===== src/ppm_frame_sequencer_unit_assert.svh =====
// Assertion macros shared by the PPM frame sequencer RTL.
`ifndef PPM_FRAME_SEQUENCER_UNIT_ASSERT_SVH
`define PPM_FRAME_SEQUENCER_UNIT_ASSERT_SVH

// Checked only while out of reset.
`define PPM_ASSERT(lbl, prop, msg) \
    lbl: assert property (@(posedge i_clk) disable iff (!i_rst_n) prop) else $error(msg);

// Checked at every edge, reset included.
`define PPM_ASSERT_ALWAYS(lbl, prop, msg) \
    lbl: assert property (@(posedge i_clk) prop) else $error(msg);

`endif


===== src/ppm_seq_pkg.sv =====
// Shared types and constants of the PPM frame sequencer.
`timescale 1ns / 1ps
package ppm_seq_pkg;

    localparam int MAX_CHANNELS_DEF = 8;
    localparam int TICKS_PER_US_DEF = 2;

    localparam int VALUE_W    = 12;
    localparam int INDEX_W    = 3;
    localparam int TICK_W     = 16;
    localparam int SPENT_W    = 20;
    localparam int CCOUNT_W   = 4;
    localparam int CFG_IDX_W  = 2;
    localparam int CFG_DATA_W = 16;

    localparam logic [VALUE_W-1:0]  DEFAULT_US = 12'd1520;
    localparam int                  FRAME_US   = 22500;
    localparam logic [TICK_W-1:0]   DEAD_RESET = 16'd600;
    localparam logic [SPENT_W-1:0]  TICKS_MAX  = 20'hFFFFF;

    // configuration register indexes
    localparam logic [CFG_IDX_W-1:0] REG_CHANNEL_COUNT = 2'd0;
    localparam logic [CFG_IDX_W-1:0] REG_FRAME_LENGTH  = 2'd1;
    localparam logic [CFG_IDX_W-1:0] REG_DEAD_TIME     = 2'd2;

    // request kinds
    localparam logic MODE_EVENT = 1'b0;
    localparam logic MODE_WRITE = 1'b1;

    typedef enum logic [1:0] {
        KIND_GAP       = 2'd0,
        KIND_REMAINDER = 2'd1,
        KIND_SYNC      = 2'd2
    } t_kind;

    typedef struct packed {
        logic               overrun;
        logic               first_channel;
        logic               frame_start;
        t_kind              kind;
        logic [TICK_W-1:0]  interval;
    } t_result;

endpackage


===== src/ppm_seq_store.sv =====
// Channel value store: one write port, one read port, reset to the default width.
`timescale 1ns / 1ps
module ppm_seq_store #(
    parameter int MAX_CHANNELS = ppm_seq_pkg::MAX_CHANNELS_DEF,
    parameter int IDX_W        = (MAX_CHANNELS > 1) ? $clog2(MAX_CHANNELS) : 1
) (
    input  logic                                i_clk,
    input  logic                                i_rst_n,
    input  logic                                i_we,
    input  logic [IDX_W-1:0]                    i_waddr,
    input  logic [ppm_seq_pkg::VALUE_W-1:0]     i_wdata,
    input  logic [IDX_W-1:0]                    i_raddr,
    output logic [ppm_seq_pkg::VALUE_W-1:0]     o_rdata
);
    logic [ppm_seq_pkg::VALUE_W-1:0] r_mem [MAX_CHANNELS];

    // entries come up at the default pulse width
    always_ff @(posedge i_clk) begin
        if (!i_rst_n) begin
            for (int i = 0; i < MAX_CHANNELS; i++) begin
                r_mem[i] <= ppm_seq_pkg::DEFAULT_US;
            end
        end else if (i_we) begin
            r_mem[i_waddr] <= i_wdata;
        end
    end

    assign o_rdata = r_mem[i_raddr];

endmodule


===== src/ppm_seq_core.sv =====
// Frame state, configuration registers and the per-event interval logic.
`timescale 1ns / 1ps
module ppm_seq_core #(
    parameter int MAX_CHANNELS = ppm_seq_pkg::MAX_CHANNELS_DEF,
    parameter int TICKS_PER_US = ppm_seq_pkg::TICKS_PER_US_DEF
) (
    input  logic                                  i_clk,
    input  logic                                  i_rst_n,
    input  logic                                  i_cfg_we,
    input  logic [ppm_seq_pkg::CFG_IDX_W-1:0]     i_cfg_index,
    input  logic [ppm_seq_pkg::CFG_DATA_W-1:0]    i_cfg_data,
    input  logic                                  i_consume,
    input  logic                                  i_mode,
    input  logic [ppm_seq_pkg::INDEX_W-1:0]       i_index,
    input  logic [ppm_seq_pkg::VALUE_W-1:0]       i_value,
    output logic                                  o_res_valid,
    output ppm_seq_pkg::t_result                  o_res
);
    localparam int IDX_W  = (MAX_CHANNELS > 1) ? $clog2(MAX_CHANNELS) : 1;
    localparam int CNT_W  = $clog2(MAX_CHANNELS + 1);
    localparam int FULL_W = ppm_seq_pkg::VALUE_W + $clog2(TICKS_PER_US + 1);
    localparam int FL_RAW = ppm_seq_pkg::FRAME_US * TICKS_PER_US;
    localparam logic [ppm_seq_pkg::TICK_W-1:0] FL_RESET =
        (FL_RAW > 65535) ? 16'hFFFF : ppm_seq_pkg::TICK_W'(FL_RAW);
    localparam int TW = ppm_seq_pkg::TICK_W;
    localparam int SW = ppm_seq_pkg::SPENT_W;
    // wide enough for both the scaled width and the dead time
    localparam int CMP_W = (FULL_W > TW) ? FULL_W : TW;

    logic [ppm_seq_pkg::CCOUNT_W-1:0] r_ch_count;
    logic [TW-1:0]                    r_frame_len;
    logic [TW-1:0]                    r_dead;

    logic             r_in_sync, n_in_sync;
    logic             r_in_gap,  n_in_gap;
    logic [CNT_W-1:0] r_cur_ch,  n_cur_ch;
    logic [SW-1:0]    r_ticks,   n_ticks;

    logic [ppm_seq_pkg::VALUE_W-1:0] store_rdata;
    logic                            store_we;
    logic [CNT_W-1:0]                count;
    logic [FULL_W-1:0]               full;
    logic [TW-1:0]                   add_val;
    logic                            add_en;
    logic [SW:0]                     tick_sum;

    // configuration writes
    always_ff @(posedge i_clk) begin
        if (!i_rst_n) begin
            r_ch_count  <= '0;
            r_frame_len <= FL_RESET;
            r_dead      <= ppm_seq_pkg::DEAD_RESET;
        end else if (i_cfg_we) begin
            case (i_cfg_index)
                ppm_seq_pkg::REG_CHANNEL_COUNT:
                    r_ch_count <= i_cfg_data[ppm_seq_pkg::CCOUNT_W-1:0];
                ppm_seq_pkg::REG_FRAME_LENGTH:  r_frame_len <= i_cfg_data;
                ppm_seq_pkg::REG_DEAD_TIME:     r_dead      <= i_cfg_data;
                default: ;
            endcase
        end
    end

    // channel count clamped to the store depth
    always_comb begin
        if (int'(r_ch_count) > MAX_CHANNELS) count = CNT_W'(MAX_CHANNELS);
        else                                 count = CNT_W'(r_ch_count);
    end

    assign store_we = i_consume && (i_mode == ppm_seq_pkg::MODE_WRITE) &&
                      (int'(i_index) < MAX_CHANNELS);

    ppm_seq_store #(
        .MAX_CHANNELS (MAX_CHANNELS),
        .IDX_W        (IDX_W)
    ) u_store (
        .i_clk   (i_clk),
        .i_rst_n (i_rst_n),
        .i_we    (store_we),
        .i_waddr (IDX_W'(i_index)),
        .i_wdata (i_value),
        .i_raddr (IDX_W'(r_cur_ch)),
        .o_rdata (store_rdata)
    );

    assign full     = FULL_W'(store_rdata) * FULL_W'(TICKS_PER_US);
    assign tick_sum = (SW+1)'(r_ticks) + (SW+1)'(add_val);

    // next frame state and result for a compare event
    always_comb begin
        n_in_sync   = r_in_sync;
        n_in_gap    = r_in_gap;
        n_cur_ch    = r_cur_ch;
        n_ticks     = r_ticks;
        add_val     = '0;
        add_en      = 1'b0;
        o_res_valid = 1'b0;
        o_res       = '0;
        o_res.kind  = ppm_seq_pkg::KIND_GAP;

        if (i_consume && (i_mode == ppm_seq_pkg::MODE_EVENT)) begin
            o_res_valid = 1'b1;
            if (r_in_sync) begin
                // opening gap of a new frame
                o_res.frame_start = 1'b1;
                o_res.interval    = r_dead;
                n_cur_ch          = '0;
                n_in_sync         = 1'b0;
                n_in_gap          = 1'b1;
                n_ticks           = SW'(r_dead);
            end else begin
                o_res.first_channel = (r_cur_ch == '0);
                if ((r_cur_ch < count) && r_in_gap) begin
                    // channel remainder after its separator
                    o_res.kind = ppm_seq_pkg::KIND_REMAINDER;
                    if (CMP_W'(full) < CMP_W'(r_dead)) begin
                        o_res.overrun  = 1'b1;
                        o_res.interval = '0;
                    end else begin
                        o_res.interval = TW'(CMP_W'(full) - CMP_W'(r_dead));
                    end
                    add_val  = o_res.interval;
                    add_en   = 1'b1;
                    n_in_gap = 1'b0;
                    n_cur_ch = r_cur_ch + 1'b1;
                end else if (!r_in_gap) begin
                    o_res.interval = r_dead;
                    add_val        = r_dead;
                    add_en         = 1'b1;
                    n_in_gap       = 1'b1;
                end else begin
                    // sync filler pads out the frame
                    o_res.kind = ppm_seq_pkg::KIND_SYNC;
                    n_in_sync  = 1'b1;
                    if (SW'(r_frame_len) < r_ticks) begin
                        o_res.overrun  = 1'b1;
                        o_res.interval = '0;
                    end else begin
                        o_res.interval = r_frame_len - r_ticks[TW-1:0];
                    end
                end
            end
            if (add_en) begin
                if (tick_sum > (SW+1)'(ppm_seq_pkg::TICKS_MAX)) n_ticks = ppm_seq_pkg::TICKS_MAX;
                else                                           n_ticks = tick_sum[SW-1:0];
            end
        end
    end

    always_ff @(posedge i_clk) begin
        if (!i_rst_n) begin
            r_in_sync <= 1'b1;
            r_in_gap  <= 1'b0;
            r_cur_ch  <= '0;
            r_ticks   <= '0;
        end else begin
            r_in_sync <= n_in_sync;
            r_in_gap  <= n_in_gap;
            r_cur_ch  <= n_cur_ch;
            r_ticks   <= n_ticks;
        end
    end

endmodule


===== src/ppm_frame_sequencer_unit.sv =====
// PPM frame sequencer: one compare event or channel write per request.
// A request is held in the input register, and its result is registered in the result
// register before it appears on the master side; a held result stalls the input register.
// Throughput: one request per cycle while results are taken; the result register advances
// whenever it is empty or being taken, the input register also whenever it is empty.
// Reset (synchronous, active low) empties both registers, restores the channel
// store to its default width and the configuration registers to their defaults.
`timescale 1ns / 1ps
`include "ppm_frame_sequencer_unit_assert.svh"
module ppm_frame_sequencer_unit #(
    parameter int MAX_CHANNELS = ppm_seq_pkg::MAX_CHANNELS_DEF,
    parameter int TICKS_PER_US = ppm_seq_pkg::TICKS_PER_US_DEF
) (
    input  logic                                i_clk,
    input  logic                                i_rst_n,
    // configuration writes
    input  logic                                i_cfg_we,
    input  logic [ppm_seq_pkg::CFG_IDX_W-1:0]   i_cfg_index,
    input  logic [ppm_seq_pkg::CFG_DATA_W-1:0]  i_cfg_data,
    // request side
    input  logic                                i_s_axis_tvalid,
    output logic                                o_s_axis_tready,
    input  logic [15:0]                         i_s_axis_tdata,  // channel_index[2:0], channel_value[14:3]
    input  logic                                i_s_axis_tuser,  // mode
    // result side
    output logic                                o_m_axis_tvalid,
    input  logic                                i_m_axis_tready,
    output logic [15:0]                         o_m_axis_tdata,  // interval[15:0]
    output logic [4:0]                          o_m_axis_tuser   // segment_kind[1:0], frame_start[2],
                                                                 // first_channel[3], overrun[4]
);
    logic                                r_in_valid;
    logic                                r_in_mode;
    logic [ppm_seq_pkg::INDEX_W-1:0]     r_in_index;
    logic [ppm_seq_pkg::VALUE_W-1:0]     r_in_value;
    logic                                r_out_valid;
    ppm_seq_pkg::t_result                r_out;

    logic                 out_free;
    logic                 consume;
    logic                 res_valid;
    ppm_seq_pkg::t_result res;

    assign out_free        = !r_out_valid || i_m_axis_tready;
    assign consume         = r_in_valid && out_free;
    assign o_s_axis_tready = !r_in_valid || out_free;

    // input register
    always_ff @(posedge i_clk) begin
        if (!i_rst_n) begin
            r_in_valid <= 1'b0;
        end else if (o_s_axis_tready) begin
            r_in_valid <= i_s_axis_tvalid;
        end
    end

    always_ff @(posedge i_clk) begin
        if (o_s_axis_tready && i_s_axis_tvalid) begin
            r_in_mode  <= i_s_axis_tuser;
            r_in_index <= i_s_axis_tdata[ppm_seq_pkg::INDEX_W-1:0];
            r_in_value <= i_s_axis_tdata[ppm_seq_pkg::INDEX_W +: ppm_seq_pkg::VALUE_W];
        end
    end

    ppm_seq_core #(
        .MAX_CHANNELS (MAX_CHANNELS),
        .TICKS_PER_US (TICKS_PER_US)
    ) u_core (
        .i_clk       (i_clk),
        .i_rst_n     (i_rst_n),
        .i_cfg_we    (i_cfg_we),
        .i_cfg_index (i_cfg_index),
        .i_cfg_data  (i_cfg_data),
        .i_consume   (consume),
        .i_mode      (r_in_mode),
        .i_index     (r_in_index),
        .i_value     (r_in_value),
        .o_res_valid (res_valid),
        .o_res       (res)
    );

    // result register; writes produce nothing
    always_ff @(posedge i_clk) begin
        if (!i_rst_n) begin
            r_out_valid <= 1'b0;
        end else if (out_free) begin
            r_out_valid <= res_valid;
        end
    end

    always_ff @(posedge i_clk) begin
        if (out_free && res_valid) begin
            r_out <= res;
        end
    end

    assign o_m_axis_tvalid = r_out_valid;
    assign o_m_axis_tdata  = r_out.interval;
    assign o_m_axis_tuser  = {r_out.overrun, r_out.first_channel, r_out.frame_start,
                              r_out.kind};

    // frame opening is always a plain gap
    `PPM_ASSERT(a_start_is_gap, o_m_axis_tvalid && o_m_axis_tuser[2] |-> o_m_axis_tuser[1:0] == ppm_seq_pkg::KIND_GAP, "frame start on a non-gap segment")
    // a gap is never clamped
    `PPM_ASSERT(a_gap_no_overrun, o_m_axis_tvalid && o_m_axis_tuser[4] |-> o_m_axis_tuser[1:0] != ppm_seq_pkg::KIND_GAP, "overrun flagged on a gap")
    // opening event carries neither first-channel nor overrun
    `PPM_ASSERT(a_start_flags, o_m_axis_tvalid && o_m_axis_tuser[2] |-> !o_m_axis_tuser[3] && !o_m_axis_tuser[4], "stray flags on frame start")
    // a result only appears from a consumed compare event
    `PPM_ASSERT(a_out_source, $rose(o_m_axis_tvalid) |-> $past(consume) && $past(r_in_mode) == ppm_seq_pkg::MODE_EVENT, "result without compare event")
    // both registers empty after reset
    `PPM_ASSERT_ALWAYS(a_reset_empty, !i_rst_n |=> !o_m_axis_tvalid && o_s_axis_tready, "pipeline not empty after reset")

endmodule

===== config.mk =====
export PLATFORM = sky130hd
export DESIGN_NAME = ppm_frame_sequencer_unit
export DESIGN_NICKNAME = d
export VERILOG_FILES = /design/src/ppm_seq_pkg.sv /design/src/ppm_seq_store.sv /design/src/ppm_seq_core.sv /design/src/ppm_frame_sequencer_unit.sv
export VERILOG_INCLUDE_DIRS = /design/src /design/src/src
export SDC_FILE = /design/constraint.sdc
export NUM_CORES = 1
export LEC_CHECK = 0
export ABC_AREA = 0
export BUFFER_PORTS_ARGS = -buffer_cell sky130_fd_sc_hd__buf_2
export CAP_MARGIN = 20
export CORE_MARGIN = 4
export CORE_UTILIZATION = 35
export DETAILED_ROUTE_END_ITERATION = 7
export PLACE_DENSITY = 0.53
export SYNTH_ARGS = -nofsm -noshare
export SYNTH_HDL_FRONTEND = slang
export SYNTH_HIERARCHICAL = 1
export SYNTH_SLANG_ARGS = --single-unit

===== constraint.sdc =====
create_clock -name i_clk -period 7.05 [get_ports i_clk]
set_input_delay 0.705 -clock i_clk [delete_from_list [all_inputs] [get_ports i_clk]]
set_output_delay 0.705 -clock i_clk [all_outputs]
set_load 0.01 [all_outputs]

Word level (Yosys, flattened, before mapping)
Memory sizes are Yosys's and may differ from the RTL's. A register that Yosys moved wholly into a read port is not among the register bits.
Cells that the tools add are included.
{ "op_classes": {"n_addsub": 4, "n_mul": 0, "div_mod_pow": 0, "order_cmp": 5, "eq_ne": 2, "shift": 0, "muxes": 40, "bitwise": 2, "n_reduce_logical": 22} }
{ "ops": {"columns": ["operator", "count"], "rows": [
  ["16-bit two-way mux", 8],
  ["20-bit two-way mux", 3],
  ["20-bit by 16-bit adder with 21-bit output", 1],
  ["21-bit by 20-bit greater-than comparator with 1-bit output, second input constant", 1],
  ["16-bit by 20-bit less-than comparator with 1-bit output", 1],
  ["1-bit two-way mux", 20],
  ["17-bit two-way mux", 1],
  ["13-bit by 16-bit less-than comparator with 1-bit output", 1],
  ["13-bit by 16-bit subtractor with 16-bit output", 1],
  ["16-bit subtractor", 1],
  ["12-bit two-way mux", 1],
  ["4-bit two-way mux", 3],
  ["12-bit OR reduction", 1],
  ["2-bit AND reduction", 5],
  ["3-bit two-way mux", 3],
  ["1-bit logical AND", 6],
  ["4-bit by 1-bit adder with 4-bit output, second input constant", 1],
  ["4-bit greater-than comparator, second input constant", 1],
  ["4-bit zero test", 1],
  ["4-bit less-than comparator", 1],
  ["2-bit nonzero test", 2],
  ["3-bit OR reduction", 1],
  ["2-bit by 1-bit == test with 1-bit output, second input constant", 1],
  ["2-bit == test, second input constant", 1],
  ["other kinds (6)", 9]
]} }
{ "word_totals": {"regBits": 101, "latch_bits": 0, "ramBits": 96, "romBits": 0, "out_inout_bits": 23, "n_memories": 1} }
{ "mem_list": {"columns": ["memory", "depth", "width", "read_ports", "rd_clocked_by_memory_dff", "write_ports", "line_no", "source"], "rows": [
  ["u_core.u_store.r_mem", 8, 12, 1, 1, 8, "ppm_seq_store.sv:15", "logic [ppm_seq_pkg::VALUE_W-1:0] r_mem [MAX_CHANNELS];"]
]} }

Depth between registers and ports, before layout
Gate-level depths: netlist (run 1).
{ "logic_depth": {"depth_word": 11, "depth_mapped": 21, "ltp_nobuf": 19} }

Hierarchy
The synthesis (run 1) kept the hierarchy.
{ "modules_own_cells": {"columns": ["module", "instances", "cells_per_inst", "area_per_inst_um2", "seq_area_each_um2"], "rows": [
  ["ppm_seq_core", 1, 710, 5430.2, 1241.2],
  ["ppm_seq_store", 1, 272, 4465.5, 2882.8],
  ["ppm_frame_sequencer_unit", 1, 47, 1211.2, 1151.1]
]} }

Worst setup path after synthesis (run 1)
OpenSTA, ideal clock, no wires.
{ "synth_timing": {"path_kind": "reg-to-reg", "start": "register u_core.r_cur_ch[0]", "end": "register u_core.r_ticks[13]", "setup_ps": 125, "arrival_ps": 5069, "setup_slack_ps": 1857, "path_stages_with_launch": 22, "path_buffers": 3, "synth_period_minus_slack_ps": 5193, "cell_sequence": "dfxtp_1 -> buf_6 -> buf_6 -> mux4_2 -> mux2_2 -> fa_1 -> a211oi_1 -> nor2_1 -> o22a_2 -> o22a_4 -> o31a_1 -> and3_2 -> ha_1 -> inv_1 -> fa_1 -> nor2b_1 -> o31ai_2 -> a211oi_2 -> a2111oi_4 -> o31a_1 -> buf_2 -> a31oi_1"} }
{ "synth_via": {"elab_chain_cells": 9, "word_cells_on_any_way": 14, "cone_classes": "add/sub (1); order compare (2); mux (8); reduce/logical (3)"} }
{ "synth_lines": {"columns": ["element", "line_no", "source"], "rows": [
  ["start: declaration", "ppm_seq_core.sv:36", "logic [CNT_W-1:0] r_cur_ch, n_cur_ch;"],
  ["start signal: assignment", "ppm_seq_core.sv:159", "r_cur_ch <= n_cur_ch;"],
  ["4-bit less-than comparator *", "ppm_seq_core.sv:113", "if ((r_cur_ch < count) && r_in_gap) begin"],
  ["1-bit logical AND *", "ppm_seq_core.sv:113", null],
  ["16-bit two-way mux", "ppm_seq_core.sv:113", null],
  ["16-bit two-way mux", "ppm_seq_core.sv:103", "if (r_in_sync) begin"],
  ["16-bit two-way mux", "ppm_seq_core.sv:101", "if (i_consume && (i_mode == ppm_seq_pkg::MODE_EVENT)) begin"],
  ["20-bit by 16-bit adder with 21-bit output", "ppm_seq_core.sv:87", "assign tick_sum = (SW+1)'(r_ticks) + (SW+1)'(add_val);"],
  ["21-bit by 20-bit greater-than comparator with 1-bit output", "ppm_seq_core.sv:144", "if (tick_sum > (SW+1)'(ppm_seq_pkg::TICKS_MAX)) n_ticks = ppm_seq_pkg::TICKS_MAX;"],
  ["20-bit two-way mux", "ppm_seq_core.sv:144", null],
  ["20-bit two-way mux", "ppm_seq_core.sv:143", "if (add_en) begin"],
  ["end signal: assignment", "ppm_seq_core.sv:160", "r_ticks <= n_ticks;"],
  ["end: declaration", "ppm_seq_core.sv:37", "logic [SW-1:0] r_ticks, n_ticks;"]
]} }
Mark *: on every way between the ends. The rest lies on a longest branch, timed or not. The select of a mux whose other input is x is not followed.
A chain may end at the register's enable or synchronous reset.

Worst setup path in the final report (run 1)
Ends and elaborated chain as after synthesis.

==> impl_metrics.toml, run 1 <==
[outcome]
status = "finished, final reports clean"

[worst_setup_path]
rrSetupSlack_ns = 0.88
critPathArrivalTime_ns = 6.46
startpoint_type = "flop"
crit_path_cell_trace = "buf_12 > mux4_1 > mux2_2 > ha_1 > or4_1 > o22a_2 > o22a_4 > o31a_1 > and3_2 > ha_1 > inv_1 > fa_1 > nor2b_1 > o31ai_2 > a211oi_2 > a2111oi_4 > o31a_1 > buf_4 > a31oi_1"
cp.required_ns = 7.34
critPathKind = "flop to flop"
slowest_delay_ns = 0.81
crit_slowest_cell = "dfxtp_1"
endpoint_kind = "flop"
crit_buf_inv = 3
critPathTopFamily = "compound AO/OA/AOI/OAI gates"
worstPathMaxFanout = 17

[yosys]
synth.avg_cell_area_um2 = 10.8
synth_seq_area_share_pct = 47.5
ys_warn_count = 6
ys_types = 80
synth_top_family_by_area = "compound AO/OA/AOI/OAI gates"
netlist_area_um2 = 11100
synth-edff-count = 133
syn_inst = 1029
synthAdderAreaFrac_pct = 6.06
synth_xor_area_share_pct = 2.52
synthMuxAreaShare_pct = 7.25
synth_flop_cell = "edfxtp_1"
synth_compound_area_share_pct = 16.9
synth-seq-cells = 197
syn_nets = 1121
synthArstFlopShare_pct = 0
synth-simple-area-share_pct = 16.1

[floorplanning]
rows = 64
dieArea_um2 = 34600
start_util_pct = 35.9
die_h_um = 186
die_x_um = 186
io_pins = 63
coreArea_um2 = 30900

[clock_network]
ctsHoldBuffers = 0
numCtsBuffers = 17
clk_pin_slew_ns = 0.08
htree_levels = 4
root_buffer = "clkbuf_16"
clk_latency_ns = 0.45
clock_sinks = 197
post_cts_buffers = 0
clock_path_buffers = 2
tritoncts = "built"
cts_resized = 0

[timing]
finClkSkew_ns = 0.0136
rsz0062_at_grt = "false"
setup-tns-final_ns = 0
slew_violations = 0
relSlewSlack_pct = 37.7
hold_violations = 0
fmax_mhz = 162
setup_viol = 0
finalCritPeriodShare_pct = 87.5
fin_hold_ws_ns = 0.431
fin_crit_ns = 6.17
worstMarginPinSlew_ns = 0.930

[global_route]
grt_pass1_vias = 8088
grt_pass1_wl_um = 45600
grt_util_all_layers_pct = 17.1
grt-ovfl-total = 0
grt_antenna_before_repair = 0
grt_start_max_net_pins = 46

[hold_path]
hold_class = "input pin to flop"

[routing]
drt_wl_total_um = 29300
initialDrtViolationCount = 605
viasPerCell = 5.51
ant_nets = 0
dr.pass1.iters = 5
drc_errors = 0
route.vias.total = 8177
wl_per_cell_um = 19.7

[finish]
nets = 1168
post_route_cells_drive_above_1_share_pct = 13.8
layout_commonest_cell = "edfxtp_1"
final_cell_mix = "133 x edfxtp_1, 102 x nand2_1, 64 x dfxtp_1"
antenna_cells = 0
syn2layout_area_growth_pct = 11.7

[power_and_ir_drop]
p_per_area_nw_per_um2 = 205
p_leak_nw = 4.49
vdd_drop_max_mv = 0.188

[placed_design]
gp_congestion = 0.913
hpwl_um = 21600
portBuffers = 61

[job]
max_cap_violations = 0
==> synthesized netlist by cell type, drive strengths merged (4+ instances only) <==
cell / instances / share of area, %
nor3: 11 / 0.50
nor2: 44 / 1.5
nor2b: 14 / 0.86
xor2: 19 / 1.5
o21ai: 50 / 2.3
a2111oi: 4 / 0.65
nand3: 23 / 1.0
and3: 57 / 3.2
mux4: 24 / 5.6
o31a: 4 / 0.32
o211a: 4 / 0.43
a21oi: 64 / 2.9
mux2: 13 / 1.3
inv: 44 / 1.5
nand2: 102 / 3.4
buf: 14 / 0.90
o21a: 13 / 0.88
and2: 12 / 0.70
a21o: 14 / 0.95
a21boi: 24 / 1.6
o221ai: 16 / 1.3
or3: 49 / 2.8
a31oi: 17 / 1.1
o31ai: 4 / 0.36
nand2b: 9 / 0.51
o211ai: 10 / 0.72
a211oi: 11 / 0.83
dfxtp: 64 / 12
edfxtp: 133 / 36
a22o: 4 / 0.32
ha: 49 / 5.5
mux2i: 4 / 0.36
nor4: 4 / 0.23
xnor2: 13 / 1.0
clkbuf: 37 / 1.3
==> cells by family after synthesis <==
family | Yosys count
compound gates | 266
xor+xnor | 32
fa+ha+maj | 52
buf+inv | 96
flops | 197
mux | 41
simple gates | 345
==> final timing paths <==
kind,start,to,cells past startpoint
setup reg to reg,u_core/r_cur_ch[0],u_core/r_ticks[13],19
setup / recovery,u_core/r_cur_ch[0],u_core/r_ticks[13],19
hold reg to reg,u_core/r_frame_len[6],u_core/r_frame_len[6],2
hold / removal,i_s_axis_tuser,r_in_mode,1
==> through the flow <==
stage	std cells	utilization, %	area (um^2)	worst slack, ns	power [W]
floorplan	1029	-	11100	1.86	0.00150
global placement	1453	38.2	11800	0.934	0.00159
detailed placement	1453	38.2	11800	0.932	0.00160
CTS	1485	40.1	12400	0.882	0.00257
global route	1485	40.1	12400	0.495	0.00264
finish	1485	40.1	12400	0.883	0.00254
==> report_power, final <==
group	leakage, nW	total, W	internal (W)	switching, W
sequential	1.75	0.00130	0.00127	0.0000313
combinational	2.45	0.000274	0.000101	0.000173
clock	0.285	0.000966	0.000491	0.000476
==> flip-flops by register name, indices dropped and copies added, names as in the netlist <==
name / flops
r_in_value: 12
o_m_axis_tdata: 16
u_core/r_ticks: 20
u_core/r_dead: 16
u_core/r_in_sync: 1
u_core/r_ch_count: 4
o_m_axis_tvalid: 1
u_core/r_cur_ch: 4
r_in_index: 3
u_core/r_in_gap: 1
u_core/r_frame_len: 16
r_in_mode: 1
o_m_axis_tuser: 5
r_in_valid: 1
u_core/u_store/r_mem: 96
==> layer usage <==
layer / global-route usage [%] / vias to the layer above / part of all wire, %
li1: - / 4007 / -
met3: 2.84 / 47 / 4.2
met5: 0 / - / 0
met1: 21.8 / 3915 / 43
met4: 5.68 / 0 / 2.6
met2: 29.7 / 208 / 50
==> layout make-up <==
class / count / area, um^2
fill: 3012 / 18500
multi-input combinational: 736 / 5430
clock buffer: 19 / 454
sequential: 197 / 5280
inverter: 45 / 169
clock inverter: 13 / 129
timing repair buffer: 79 / 453
tap: 396 / 495
==> worst register-to-register path, delay by kind of cell, from the launching register on <==
family | cells | cell delay, ns
flip-flops | 1 | 0.81
buffers and inverters | 3 | 0.57
AO/OA/AOI/OAI | 8 | 2.23
adder cells (fa/ha/maj) | 3 | 0.65
multiplexers | 2 | 0.91
AND/OR/NAND/NOR | 3 | 0.86
Note: power is estimated with default switching activity, not from simulation.
==> inputs of run 2 (changes only) <==
--- a/config.mk
+++ b/config.mk
@@ -11,6 +11,7 @@
 export CAP_MARGIN = 20
 export CORE_MARGIN = 4
 export CORE_UTILIZATION = 35
+export CTS_BUF_LIST = sky130_fd_sc_hd__clkbuf_8
 export DETAILED_ROUTE_END_ITERATION = 7
 export PLACE_DENSITY = 0.53
 export SYNTH_ARGS = -nofsm -noshare
==> run 2 against run 1 <==
  * First-iteration DRC count shrank 3.0%
  * Cell count is the same
  * Core utilization shrank 0.60 points
  * Clock power shrank 23%
  * Critical path depth is the same
  * Register-to-register slack lost 0.02 ns
  * Sequential share of layout area grew 0.65 points
  * Sequential power is essentially flat
  * Sequential cell count is the same
  * Count of clock-buffer cells in the layout shrank 2
  * Worst hold slack lost 0.059 ns
  * Total power shrank 8.8%
  * Largest cell class unchanged
==> impl_metrics.toml, run 2 (same netlist as run 1, synthesis figures left out) <==
[floorplanning]
io_pins = 63
die_x_um = 186
die_h_um = 186
coreArea_um2 = 30900
rows = 64
start_util_pct = 35.9
dieArea_um2 = 34600

[timing]
hold_violations = 0
relSlewSlack_pct = 37.5
setup_viol = 0
fmax_mhz = 162
setup-tns-final_ns = 0
slew_violations = 0
fin_crit_ns = 6.19
worstMarginPinSlew_ns = 0.932
rsz0062_at_grt = "false"
finClkSkew_ns = 0.0244
finalCritPeriodShare_pct = 87.8

[worst_setup_path]
slowest_delay_ns = 0.83
crit_buf_inv = 2
critPathKind = "flop to flop"
cp.required_ns = 7.42
critPathArrivalTime_ns = 6.56
crit_path_cell_trace = "buf_12 > mux4_1 > mux2_2 > ha_1 > or4_1 > o22a_2 > o22a_4 > o31a_1 > and3_2 > ha_1 > inv_1 > fa_1 > nor2b_1 > o31ai_2 > a211oi_2 > a2111oi_4 > o31a_1 > and2_1 > a21oi_1"
r2r-start = "u_core/r_cur_ch[0]"
worstPathMaxFanout = 17
crit_slowest_cell = "dfxtp_1"
startpoint_type = "flop"
crit_start = "u_core/r_cur_ch[0]"
critPathTopFamily = "compound AO/OA/AOI/OAI gates"
endpoint_kind = "flop"

[power_and_ir_drop]
p_leak_nw = 4.41
p_per_area_nw_per_um2 = 189
intPower_w = 0.00166
comb_power_share_pct = 11.8
vdd_drop_max_mv = 0.130
p_switching_w = 0.000652
p_clk_share_pct = 32.1
power.total_w = 0.00231
seq_power_share_pct = 56.0
power.share.switching_pct = 28.2

[clock_network]
clock_path_buffers = 2
clock_sinks = 197
clk_latency_ns = 0.50
root_buffer = "clkbuf_8"
htree_levels = 4
cts_resized = 0
post_cts_buffers = 0
tritoncts = "built"
clk_pin_slew_ns = 0.12
numCtsBuffers = 17
ctsHoldBuffers = 0

[routing]
drc_errors = 0
wl_per_cell_um = 19.7
ant_nets = 0
viasPerCell = 5.49
route.vias.total = 8151
drt_wl_total_um = 29300
initialDrtViolationCount = 587
dr.pass1.iters = 7

[hold_path]
holdCritStartpoint = "i_s_axis_tuser"
hold_class = "input pin to flop"

[placed_design]
portBuffers = 61
hpwl_um = 21600
gp_congestion = 0.913

[global_route]
grt_pass1_vias = 8078
grt_antenna_before_repair = 0
grt_start_max_net_pins = 46
grt-ovfl-total = 0
grt_pass1_wl_um = 45500
grt_util_all_layers_pct = 17.1

[finish]
final_core_util_pct = 39.5
antenna_cells = 0
final_cell_mix = "133 x edfxtp_1, 102 x nand2_1, 64 x dfxtp_1"
post_route_cells_drive_above_1_share_pct = 13.8
syn2layout_area_growth_pct = 10.0
fillers = 3023
layout_commonest_cell = "edfxtp_1"
top_register = "u_core/u_store/r_mem"
largest_reg_flops = 96
nets = 1168
reg_top3 = "u_core/u_store/r_mem: 96 flops, u_core/r_ticks: 20 flops"

[job]
max_cap_violations = 0

[outcome]
status = "finished, final reports clean"
## run 2: final timing paths
check,depth (start not counted),to,slack (ns)
setup / recovery,19,u_core/r_ticks[3],0.86
hold / removal,1,r_in_mode,0.37
setup reg to reg,19,u_core/r_ticks[3],0.86
hold reg to reg,2,u_core/r_frame_len[6],0.48
## run 2: area by class of cell
class,instances,area [um^2],area share [%]
clock inverter,15,163,1.33
multi-input combinational,736,5430,44.4
clock buffer,17,234,1.91
inverter,45,169,1.38
timing repair buffer,79,453,3.71
sequential,197,5280,43.2
tap,396,495,4.05
## run 2: worst register-to-register path, stage by stage (launching register included)
cell	delay, ns
dfxtp_1	0.83
buf_12	0.26
mux4_1	0.62
mux2_2	0.29
ha_1	0.23
or4_1	0.51
o22a_2	0.23
o22a_4	0.25
o31a_1	0.40
and3_2	0.26
ha_1	0.21
inv_1	0.07
fa_1	0.21
nor2b_1	0.08
o31ai_2	0.34
a211oi_2	0.16
a2111oi_4	0.40
o31a_1	0.34
and2_1	0.28
a21oi_1	0.09
## run 2: per-stage QoR
step | setup WS, ns | cell area [um^2] | std cells | hold WS (ns)
floorplan | 1.86 | 11100 | 1029 | 0.444
global placement | 0.934 | 11800 | 1453 | 0.459
detailed placement | 0.932 | 11800 | 1453 | 0.470
CTS | 0.872 | 12200 | 1485 | 0.326
global route | 0.485 | 12200 | 1485 | 0.325
finish | 0.859 | 12200 | 1485 | 0.372
## run 2: power groups by stage
stage                     clock, W  sequential [W]  combinational, W
after floorplan                  0         0.00131          0.000191
after global placement           0         0.00132          0.000270
after detailed placement         0         0.00132          0.000272
after CTS                 0.000774         0.00130          0.000273
after global routing      0.000814         0.00130          0.000302
final                     0.000744         0.00130          0.000273
## run 2: routing by layer
metal | global-route usage (%) | wire length (um)
met1 | 21.7 | 12800
met2 | 29.9 | 14600
met3 | 2.96 | 1190
met4 | 5.22 | 632
met5 | 0 | 0
